===== src/utmr_pkg.sv =====
`timescale 1ns / 1ps
// ----------------------------------------------------------------------------
// utmr_pkg
// Shared codes, characters and types of the tracker message recognizer.
// ----------------------------------------------------------------------------
package utmr_pkg;

  localparam int LENGTH_BITS_DEFAULT = 16;
  localparam int BYTE_W   = 8;
  localparam int LEN_W    = 16;
  localparam int IN_W     = BYTE_W + LEN_W;
  localparam int OUT_W    = 8;

  // Verdict codes
  localparam logic [1:0] V_PENDING = 2'd0;
  localparam logic [1:0] V_MATCH   = 2'd1;
  localparam logic [1:0] V_INVALID = 2'd2;

  // Message kinds
  localparam logic [1:0] K_UNKNOWN  = 2'd0;
  localparam logic [1:0] K_QUERY    = 2'd1;
  localparam logic [1:0] K_RESPONSE = 2'd2;
  localparam logic [1:0] K_ERROR    = 2'd3;

  // Shortest legal payload and length of the closing text "1:y1:" + kind + 'e'
  localparam int MIN_PAYLOAD = 13;
  localparam int TAIL_SPAN   = 7;

  localparam logic [7:0] CH_D     = 8'h64;  // 'd'
  localparam logic [7:0] CH_ONE   = 8'h31;  // '1'
  localparam logic [7:0] CH_COLON = 8'h3a;  // ':'
  localparam logic [7:0] CH_Y     = 8'h79;  // 'y'
  localparam logic [7:0] CH_A     = 8'h61;  // 'a'
  localparam logic [7:0] CH_R     = 8'h72;  // 'r'
  localparam logic [7:0] CH_E     = 8'h65;  // 'e'
  localparam logic [7:0] CH_Q     = 8'h71;  // 'q'

  typedef struct packed {
    logic [1:0] verdict;
    logic [1:0] message_kind;
  } result_t;

  // Opening kind byte: 'a', 'r' or 'e'; unknown otherwise
  function automatic logic [1:0] open_kind(input logic [7:0] b);
    logic [1:0] k;
    k = K_UNKNOWN;
    if (b == CH_A) k = K_QUERY;
    else if (b == CH_R) k = K_RESPONSE;
    else if (b == CH_E) k = K_ERROR;
    return k;
  endfunction

  // Closing kind letter: 'q', 'r' or 'e'; unknown otherwise
  function automatic logic [1:0] close_kind(input logic [7:0] b);
    logic [1:0] k;
    k = K_UNKNOWN;
    if (b == CH_Q) k = K_QUERY;
    else if (b == CH_R) k = K_RESPONSE;
    else if (b == CH_E) k = K_ERROR;
    return k;
  endfunction

endpackage


===== src/utmr_parser.sv =====
`timescale 1ns / 1ps
// ----------------------------------------------------------------------------
// utmr_parser
// Per-packet parse state and the single-pass next-state logic for one byte.
// ----------------------------------------------------------------------------
module utmr_parser #(
  parameter int LENGTH_BITS = utmr_pkg::LENGTH_BITS_DEFAULT
) (
  input  logic                          clk,
  input  logic                          rst,
  input  logic                          accept,
  input  logic [utmr_pkg::BYTE_W-1:0]   payload_byte,
  input  logic [utmr_pkg::LEN_W-1:0]    payload_length,
  input  logic                          packet_start,
  output utmr_pkg::result_t             result
);
  import utmr_pkg::*;

  localparam logic [2:0] PH_BANNER    = 3'd0;
  localparam logic [2:0] PH_KIND      = 3'd1;
  localparam logic [2:0] PH_SKIP      = 3'd2;
  localparam logic [2:0] PH_TAIL      = 3'd3;
  localparam logic [2:0] PH_TAIL_KIND = 3'd4;
  localparam logic [2:0] PH_LAST      = 3'd5;

  localparam logic [LENGTH_BITS-1:0] OFF_MAX  = {LENGTH_BITS{1'b1}};
  localparam logic [LENGTH_BITS-1:0] MIN_LEN  = LENGTH_BITS'(MIN_PAYLOAD);
  localparam logic [LENGTH_BITS-1:0] TAIL_LEN = LENGTH_BITS'(TAIL_SPAN);

  logic [2:0]             parse_phase, parse_phase_next;
  logic [2:0]             match_position, match_position_next;
  logic [LENGTH_BITS-1:0] byte_offset, byte_offset_next;
  logic [1:0]             seen_kind, seen_kind_next;
  logic [1:0]             held_verdict, held_verdict_next;

  logic [2:0]             cur_phase, cur_pos;
  logic [LENGTH_BITS-1:0] cur_off, len, tail_start;
  logic [1:0]             cur_kind, cur_verdict, exam;
  logic [7:0]             head_char, tail_char;

  always_comb begin
    // Packet start restarts the parse before this byte is examined
    cur_phase   = packet_start ? PH_BANNER : parse_phase;
    cur_pos     = packet_start ? 3'd0 : match_position;
    cur_off     = packet_start ? '0 : byte_offset;
    cur_kind    = packet_start ? K_UNKNOWN : seen_kind;
    cur_verdict = packet_start ? V_PENDING : held_verdict;

    len        = payload_length[LENGTH_BITS-1:0];
    tail_start = len - TAIL_LEN;

    case (cur_pos)
      3'd0:    head_char = CH_D;
      3'd1:    head_char = CH_ONE;
      default: head_char = CH_COLON;
    endcase
    case (cur_pos)
      3'd0:    tail_char = CH_ONE;
      3'd1:    tail_char = CH_COLON;
      3'd2:    tail_char = CH_Y;
      3'd3:    tail_char = CH_ONE;
      default: tail_char = CH_COLON;
    endcase

    parse_phase_next    = cur_phase;
    match_position_next = cur_pos;
    seen_kind_next      = cur_kind;
    exam                = V_PENDING;

    if (len < MIN_LEN || cur_off >= len) begin
      exam = V_INVALID;
    end else begin
      unique case (cur_phase)
        PH_BANNER: begin
          if (cur_pos > 3'd2 || payload_byte != head_char) begin
            exam = V_INVALID;
          end else begin
            if (cur_pos == 3'd2) parse_phase_next = PH_KIND;
            match_position_next = cur_pos + 3'd1;
          end
        end
        PH_KIND: begin
          if (open_kind(payload_byte) == K_UNKNOWN) begin
            exam = V_INVALID;
          end else begin
            seen_kind_next   = open_kind(payload_byte);
            parse_phase_next = PH_SKIP;
          end
        end
        PH_SKIP: begin
          if (cur_off < tail_start) begin
            exam = V_PENDING;
          end else if (cur_off == tail_start && payload_byte == CH_ONE) begin
            parse_phase_next    = PH_TAIL;
            match_position_next = 3'd1;
          end else begin
            exam = V_INVALID;
          end
        end
        PH_TAIL: begin
          if (cur_pos > 3'd4 || payload_byte != tail_char) begin
            exam = V_INVALID;
          end else begin
            if (cur_pos == 3'd4) parse_phase_next = PH_TAIL_KIND;
            match_position_next = cur_pos + 3'd1;
          end
        end
        PH_TAIL_KIND: begin
          if (close_kind(payload_byte) == K_UNKNOWN ||
              close_kind(payload_byte) != cur_kind) begin
            exam = V_INVALID;
          end else begin
            parse_phase_next = PH_LAST;
          end
        end
        PH_LAST: begin
          exam = (payload_byte == CH_E) ? V_MATCH : V_INVALID;
        end
        default: begin
          exam = V_INVALID;
        end
      endcase
    end

    // A settled verdict freezes the parse until the next packet
    if (cur_verdict != V_PENDING) begin
      parse_phase_next    = cur_phase;
      match_position_next = cur_pos;
      seen_kind_next      = cur_kind;
      held_verdict_next   = cur_verdict;
    end else begin
      held_verdict_next   = exam;
    end

    byte_offset_next = (cur_off != OFF_MAX) ? cur_off + 1'b1 : cur_off;

    result.verdict      = held_verdict_next;
    result.message_kind = seen_kind_next;
  end

  always_ff @(posedge clk) begin
    if (rst) begin
      parse_phase    <= PH_BANNER;
      match_position <= 3'd0;
      byte_offset    <= '0;
      seen_kind      <= K_UNKNOWN;
      held_verdict   <= V_PENDING;
    end else if (accept) begin
      parse_phase    <= parse_phase_next;
      match_position <= match_position_next;
      byte_offset    <= byte_offset_next;
      seen_kind      <= seen_kind_next;
      held_verdict   <= held_verdict_next;
    end
  end

  // Settled verdict holds for the rest of the packet
  a_sticky: assert property (@(posedge clk) disable iff (rst)
    accept && !packet_start && held_verdict != V_PENDING
    |=> held_verdict == $past(held_verdict) && seen_kind == $past(seen_kind))
    else $error("held verdict changed inside a packet");

  // Past the kind byte a kind has always been recorded
  a_kind_known: assert property (@(posedge clk) disable iff (rst)
    (parse_phase == PH_SKIP || parse_phase == PH_TAIL ||
     parse_phase == PH_TAIL_KIND || parse_phase == PH_LAST)
    |-> seen_kind != K_UNKNOWN)
    else $error("parse beyond kind byte with no kind recorded");

  // A match is only reachable from the final phase
  a_match_from_last: assert property (@(posedge clk) disable iff (rst)
    accept && !packet_start && held_verdict == V_PENDING &&
    parse_phase != PH_LAST |=> held_verdict != V_MATCH)
    else $error("match outside the final phase");

  // Offset counts up and saturates inside a packet
  a_offset: assert property (@(posedge clk) disable iff (rst)
    accept && !packet_start |=> byte_offset >= $past(byte_offset))
    else $error("byte offset went backwards");

endmodule


===== src/utmr_out_reg.sv =====
`timescale 1ns / 1ps
// ----------------------------------------------------------------------------
// utmr_out_reg
// Result register on the master side; frees the slave side while it drains.
// ----------------------------------------------------------------------------
module utmr_out_reg (
  input  logic                         clk,
  input  logic                         rst,
  input  logic                         load,
  input  utmr_pkg::result_t            result,
  output logic                         can_load,
  output logic                         m_axis_tvalid,
  input  logic                         m_axis_tready,
  output logic [utmr_pkg::OUT_W-1:0]   m_axis_tdata
);
  import utmr_pkg::*;

  result_t held;

  // Take a new result when empty or when the current one leaves this cycle
  assign can_load = !m_axis_tvalid || m_axis_tready;

  always_ff @(posedge clk) begin
    if (rst) begin
      m_axis_tvalid <= 1'b0;
    end else if (can_load) begin
      m_axis_tvalid <= load;
    end
  end

  always_ff @(posedge clk) begin
    if (load) begin
      held <= result;
    end
  end

  assign m_axis_tdata = {4'b0000, held.message_kind, held.verdict};

endmodule


===== src/udp_tracker_message_recognizer_core.sv =====
`timescale 1ns / 1ps
// ----------------------------------------------------------------------------
// udp_tracker_message_recognizer_core
// Byte-stream recognizer for bencoded UDP tracker messages.
// ----------------------------------------------------------------------------
// Usage:
//   Slave side carries one payload byte per beat with the packet length;
//   s_axis_tuser marks the first byte of a packet and restarts the parse.
//   Every input beat yields exactly one master-side beat: a verdict
//   (pending, matched, invalid) and the message kind seen so far.
//   Matched or invalid is held for the remaining bytes of the packet.
// Timing and throughput:
//   The result of an accepted byte is registered and shows on the master side
//   in the next cycle. One byte per cycle sustained while m_axis_tready
//   stays high; the parse state update is a single compare-and-select pass
//   between the state registers and the result register.
// Reset:
//   rst (synchronous) empties the result register and returns the parse
//   to the start of a packet at offset zero, so bytes arriving without a
//   packet start mark are parsed as a packet beginning there.
// Stall:
//   When m_axis_tready is low and a result is waiting, s_axis_tready
//   drops; nothing is lost and the waiting result is held steady.
// ----------------------------------------------------------------------------
module udp_tracker_message_recognizer_core #(
  parameter int LENGTH_BITS = utmr_pkg::LENGTH_BITS_DEFAULT
) (
  input  logic                        clk,
  input  logic                        rst,
  input  logic                        s_axis_tvalid,
  output logic                        s_axis_tready,
  input  logic [utmr_pkg::IN_W-1:0]   s_axis_tdata,  // [7:0] payload_byte, [23:8] payload_length
  input  logic                        s_axis_tuser,  // [0] packet_start
  output logic                        m_axis_tvalid,
  input  logic                        m_axis_tready,
  output logic [utmr_pkg::OUT_W-1:0]  m_axis_tdata   // [1:0] verdict, [3:2] message_kind, zero fill
);
  import utmr_pkg::*;

  logic    accept;
  logic    can_load;
  result_t result;

  // Accept a beat whenever the result register can take its result
  assign s_axis_tready = can_load;
  assign accept        = s_axis_tvalid && s_axis_tready;

  utmr_parser #(
    .LENGTH_BITS (LENGTH_BITS)
  ) u_parser (
    .clk            (clk),
    .rst            (rst),
    .accept         (accept),
    .payload_byte   (s_axis_tdata[BYTE_W-1:0]),
    .payload_length (s_axis_tdata[IN_W-1:BYTE_W]),
    .packet_start   (s_axis_tuser),
    .result         (result)
  );

  utmr_out_reg u_out (
    .clk           (clk),
    .rst           (rst),
    .load          (accept),
    .result        (result),
    .can_load      (can_load),
    .m_axis_tvalid (m_axis_tvalid),
    .m_axis_tready (m_axis_tready),
    .m_axis_tdata  (m_axis_tdata)
  );

endmodule


===== config.mk =====
export PLATFORM = sky130hd
export DESIGN_NAME = udp_tracker_message_recognizer_core
export DESIGN_NICKNAME = d
export VERILOG_FILES = /design/src/utmr_pkg.sv /design/src/utmr_parser.sv /design/src/utmr_out_reg.sv /design/src/udp_tracker_message_recognizer_core.sv
export SDC_FILE = /design/constraint.sdc
export NUM_CORES = 1
export LEC_CHECK = 0
export ABC_CLOCK_PERIOD_IN_PS = 3200
export BUFFER_PORTS_ARGS = -buffer_cell sky130_fd_sc_hd__buf_4
export CAP_MARGIN = 10
export CORE_UTILIZATION = 35
export CTS_CLUSTER_DIAMETER = 50
export DETAILED_ROUTE_END_ITERATION = 12
export HOLD_SLACK_MARGIN = 0.06
export PLACE_DENSITY = 0.55
export SYNTH_ARGS = -nofsm -noshare
export SYNTH_HDL_FRONTEND = slang
export SYNTH_SLANG_ARGS = --single-unit
export TNS_END_PERCENT = 20

===== constraint.sdc =====
create_clock -name clk -period 3.2 [get_ports clk]
set_clock_uncertainty 0.1 [all_clocks]
set_input_delay 0 -clock clk [delete_from_list [all_inputs] [get_ports clk]]
set_output_delay 0 -clock clk [all_outputs]
set_load 0.01 [all_outputs]

==> impl_metrics.prom <==
# TYPE chip_impl_metric gauge
chip_impl_info{name="run_status",value="complete, no violations"} 1
chip_impl_metric{name="netlist_area",unit="um2"} 3360
chip_impl_metric{name="nNetsFinal",unit=""} 545
chip_impl_metric{name="drtPass1Iterations",unit=""} 4
chip_impl_metric{name="dpl.hpwl",unit="um"} 7560
chip_impl_metric{name="vias",unit=""} 3340
chip_impl_info{name="min-delay-path-class",value="in -> reg"} 1
chip_impl_metric{name="floorplan.die.height",unit="um"} 100
chip_impl_info{name="yosysMostFrequentCell",value="sky130_fd_sc_hd__ha_1"} 1
chip_impl_metric{name="placed_cells",unit=""} 594
chip_impl_metric{name="route.detailed.drc",unit=""} 0
chip_impl_metric{name="stdcell_area",unit="um2"} 4030
chip_impl_metric{name="grt_pass1_wl",unit="um"} 15700
chip_impl_metric{name="worst_path_largest_cell_delay",unit="ps"} 550
chip_impl_metric{name="relSlewSlack",unit="%"} 66.0
chip_impl_metric{name="irDropWorstVdd",unit="uV"} 209
chip_impl_metric{name="leakagePower",unit="nW"} 1.63
chip_impl_metric{name="dr_wl_met2",unit="um"} 4680
chip_impl_metric{name="antenna_cells_inserted",unit=""} 0
chip_impl_metric{name="syn2layout_area_growth",unit="%"} 20.0
chip_impl_metric{name="syn-mean-instance-area",unit="um2"} 7.86
chip_impl_metric{name="grt_pass1_vias",unit=""} 3322
chip_impl_metric{name="detail_route.wirelength.met1",unit="um"} 4250
chip_impl_metric{name="min_period_over_period",unit="%"} 95.6
chip_impl_metric{name="placed_inst_area",unit="um2"} 3840
chip_impl_metric{name="grt_antenna_before_repair",unit=""} 0
chip_impl_metric{name="synth_top_cell_area_share",unit="%"} 16.1
chip_impl_metric{name="num-fill-cells",unit=""} 971
chip_impl_metric{name="xor_xnor_share_of_the_synthesized_area",unit="%"} 5.74
chip_impl_metric{name="worstPathArrival",unit="ps"} 3190
chip_impl_metric{name="post_cts_setup_buffers",unit=""} 0
chip_impl_metric{name="clk-insertion-delay-late",unit="ps"} 300
chip_impl_info{name="cpLargestDelayFamily",value="simple AND/OR/NAND/NOR gates"} 1
chip_impl_metric{name="layout.cells.non_filler",unit=""} 606
chip_impl_metric{name="vias_per_cell",unit=""} 5.51
chip_impl_metric{name="sinks_on_clock_net",unit=""} 31
chip_impl_info{name="clockRootBuffer",value="sky130_fd_sc_hd__clkbuf_8"} 1
chip_impl_metric{name="synth_compound_gate_area_share",unit="%"} 24.7
chip_impl_metric{name="setup_viol",unit=""} 0
chip_impl_metric{name="numCtsBuffers",unit=""} 5
chip_impl_metric{name="coreArea",unit="um2"} 9280
chip_impl_metric{name="worstPathMaxFanout",unit=""} 17
chip_impl_metric{name="clock_tree.htree_level_count",unit=""} 2
chip_impl_info{name="highest-signal-layer",value="met4"} 1
chip_impl_metric{name="drt.antenna.violating_nets",unit=""} 0
chip_impl_metric{name="total_track_usage",unit="%"} 20.1
chip_impl_metric{name="die_x",unit="um"} 100
chip_impl_metric{name="synth_cell_types",unit=""} 75
chip_impl_info{name="leading_cell_types_by_total_area_after_synthesis",value="sky130_fd_sc_hd__dfxtp_1 (16%), sky130_fd_sc_hd__ha_1 (15%), sky130_fd_sc_hd__xnor2_1 (4.7%)"} 1
chip_impl_info{name="rsz0062_at_grt",value="no"} 1
chip_impl_metric{name="synth_mux_area_share",unit="%"} 0.596
chip_impl_metric{name="ys_seq_area_share",unit="%"} 19.7
chip_impl_metric{name="power_density_over_the_cells",unit="nW/um2"} 253
chip_impl_metric{name="data_required_time_of_the_worst_path",unit="ps"} 3330
chip_impl_metric{name="post_route_minimum_period",unit="ps"} 3060
chip_impl_metric{name="dieArea",unit="um2"} 9990
chip_impl_metric{name="fmax",unit="MHz"} 327
chip_impl_info{name="criticalPathCategory",value="in -> reg"} 1
chip_impl_metric{name="max_slew_vio_count",unit=""} 0
chip_impl_metric{name="finalPower",unit="mW"} 1.02
chip_impl_metric{name="detailroute.wirelength.met3",unit="um"} 287
chip_impl_metric{name="first_iter_violations",unit=""} 92
chip_impl_metric{name="synth_adder_area_share",unit="%"} 14.9
chip_impl_info{name="dominant_combinational_cell_family_by_area_after_synthesis",value="simple AND/OR/NAND/NOR gates"} 1
chip_impl_metric{name="maximum_number_of_pins_on_one_net_before_global_route_repair",unit=""} 34
chip_impl_info{name="largest_area_contributor_in_the_netlist",value="sky130_fd_sc_hd__dfxtp_1"} 1
chip_impl_metric{name="syn-instance-count",unit=""} 427
chip_impl_metric{name="holdWs",unit="ps"} 92.3
chip_impl_metric{name="floorplan.initialDensity",unit="%"} 36.2
chip_impl_info{name="critPathCaptureType",value="flop"} 1
chip_impl_info{name="synth.top_cells.by_count",value="sky130_fd_sc_hd__ha_1 (40), sky130_fd_sc_hd__nand2_1 (37), sky130_fd_sc_hd__a21oi_1 (29), sky130_fd_sc_hd__dfxtp_1 (27), sky130_fd_sc_hd__inv_1 (24)"} 1
chip_impl_metric{name="synth_simple_gate_area_share",unit="%"} 28.6
chip_impl_metric{name="top_level_ports",unit=""} 39
chip_impl_metric{name="worst-path-buf-inv",unit=""} 2
chip_impl_metric{name="hold_viol_final",unit=""} 0
chip_impl_metric{name="multiInputGateArea",unit="um2"} 2540
chip_impl_info{name="cts_tree",value="done"} 1
chip_impl_metric{name="area.sequential",unit="um2"} 661
chip_impl_metric{name="post_route_cells_drive_above_1_share",unit="%"} 16.4
chip_impl_metric{name="clock_tree.buffer_depth",unit=""} 2
chip_impl_metric{name="asyncSetResetFlopFracSynth",unit="%"} 0
chip_impl_metric{name="drt-total-wl",unit="um"} 9430
chip_impl_metric{name="drt-wirelength-per-cell",unit="um"} 15.6
chip_impl_metric{name="register_bit_count_reported_by_yosys",unit=""} 31
chip_impl_metric{name="synth_edf_count",unit=""} 4
chip_impl_info{name="startpoint_types",value="input pin"} 1
chip_impl_metric{name="aggregate_negative_setup_slack",unit="ps"} 0
chip_impl_metric{name="max-cap-violations",unit=""} 0
chip_impl_metric{name="gr-total-overflow",unit=""} 0
chip_impl_metric{name="placement.io_buffers",unit=""} 34
chip_impl_metric{name="tightest_slew",unit="ps"} 509
chip_impl_metric{name="std_cell_rows",unit=""} 35
chip_impl_info{name="synth_flop_cell",value="sky130_fd_sc_hd__dfxtp_1"} 1
chip_impl_metric{name="ys.warnings.count",unit=""} 0
chip_impl_info{name="crit_slowest_cell",value="sky130_fd_sc_hd__dlygate4sd3_1"} 1
chip_impl_info{name="crit_chain",value="dlygate4sd3_1 > buf_6 > nand2b_1 > ha_2 > or4b_4 > a211o_1 > a2111oi_4 > o21ai_2 > nand2_1 > or4b_1 > a31oi_2"} 1
chip_impl_metric{name="clk_pin_slew",unit="ps"} 80
chip_impl_metric{name="gp_weighted_congestion",unit=""} 0.927
through the flow:
step,setup slack (ps),utilization [%]
3_3_place_gp,198,41.4
5_1_grt,34.1,43.4
2_1_floorplan,324,-
6_report,140,43.4
4_1_cts,54.2,43.1
3_5_place_dp,75.4,41.4
sequential cells by signal, summed over array words and instances (netlist names):
signal	cells
u_parser.match_position	3
u_parser.byte_offset	16
u_out.m_axis_tdata	4
u_parser.held_verdict	2
u_parser.seen_kind	2
u_parser.parse_phase	3
u_out.m_axis_tvalid	1
power by group:
group          total, mW  leakage (nW)  internal [mW]  switching [mW]
clock              0.406        0.0581          0.232           0.174
sequential         0.404         0.256          0.400         0.00479
combinational      0.209          1.32         0.0897           0.119
total               1.02          1.63          0.721           0.298
cells by family (layout without fill, tap and decap cells):
logic type                 after synthesis  in the layout
DFF                                     31             31
other                                    1              4
xor gates and xnor gates                22             22
buffers and inverters                   46             93
adders and majority gates               40             40
muxes                                    2              2
AOI/OAI and AO/OA                      118            118
and+or+nand+nor                        167            167
cell usage in the layout, fill, tap and decap left out, types with 3 or more instances in the layout:
cell	netlist	final
sky130_fd_sc_hd__and2_1	3	3
sky130_fd_sc_hd__xnor2_1	18	18
sky130_fd_sc_hd__o21ai_0	16	16
sky130_fd_sc_hd__or3_1	4	4
sky130_fd_sc_hd__nand2_1	37	36
sky130_fd_sc_hd__o21ai_1	8	8
sky130_fd_sc_hd__a41oi_1	4	4
sky130_fd_sc_hd__nor3_1	10	10
sky130_fd_sc_hd__nand3_1	9	9
sky130_fd_sc_hd__nor2b_1	21	21
sky130_fd_sc_hd__nand2b_1	4	4
sky130_fd_sc_hd__conb_1	1	4
sky130_fd_sc_hd__a21o_1	3	3
sky130_fd_sc_hd__dfxtp_1	27	27
sky130_fd_sc_hd__o21bai_1	6	5
sky130_fd_sc_hd__nand4_1	12	12
sky130_fd_sc_hd__clkbuf_8	0	5
sky130_fd_sc_hd__a22o_1	3	3
sky130_fd_sc_hd__inv_2	3	3
sky130_fd_sc_hd__a31oi_1	5	4
sky130_fd_sc_hd__nor4_1	7	7
sky130_fd_sc_hd__o211ai_1	3	3
sky130_fd_sc_hd__and3_1	7	7
sky130_fd_sc_hd__xor2_1	4	4
sky130_fd_sc_hd__nor2_1	23	23
sky130_fd_sc_hd__ha_1	40	39
sky130_fd_sc_hd__dlygate4sd3_1	0	4
sky130_fd_sc_hd__a211oi_1	6	6
sky130_fd_sc_hd__buf_6	0	3
sky130_fd_sc_hd__inv_1	24	24
sky130_fd_sc_hd__buf_4	4	50
sky130_fd_sc_hd__a2111oi_0	4	4
sky130_fd_sc_hd__a22oi_1	4	4
sky130_fd_sc_hd__edfxtp_1	4	4
sky130_fd_sc_hd__a21oi_1	29	29
sky130_fd_sc_hd__nand3b_1	3	3
sky130_fd_sc_hd__nor3b_1	3	3
sky130_fd_sc_hd__nand4bb_1	4	4
timing repair:
| action | CTS | global route |
|---|---|---|
| endpoints found under the setup margin | 0 | 6 |
| hold endpoints to repair | 21 | 0 |
| hold buffers | 4 | 0 |
| gates resized for setup | 0 | 7 |
cell type report:
type / count / area share, %
multi-input combinational: 353 / 63.1
clock buffer: 5 / 1.71
inverter: 28 / 2.61
sequential: 31 / 16.4
clock inverter: 3 / 1.09
tap: 129 / 4.00
timing repair buffer: 57 / 11.1
path summary, 6_finish.rpt:
check	start	end	slack (ps)	depth (start not counted)
min reg2reg	u_parser.held_verdict[0]$_SDFFE_PP0P_	u_parser.held_verdict[0]$_SDFFE_PP0P_	370	2
max reg2reg	u_parser.match_position[1]$_SDFFE_PP0P_	u_parser.match_position[2]$_SDFFE_PP0P_	240	9
max	s_axis_tuser	u_parser.match_position[2]$_SDFFE_PP0P_	140	11
min	s_axis_tdata[2]	u_parser.seen_kind[1]$_SDFFE_PP0P_	90	4
metal layers:
| layer | vias to the layer above | global-route usage [%] |
|---|---|---|
| met5 | - | 0 |
| met4 | 0 | 8.82 |
| met3 | 18 | 3.90 |
| met2 | 58 | 35.1 |
| met1 | 1587 | 23.8 |
| li1 | 1677 | - |
worst reg2reg max path, delay by kind of cell, from the launching register on:
kind / cells / cell delay, ps
simple gates: 4 / 1150
compound gates: 4 / 1040
flops: 1 / 400
fa+ha+maj: 1 / 200
No activity file was read; power rests on OpenSTA's default activity.
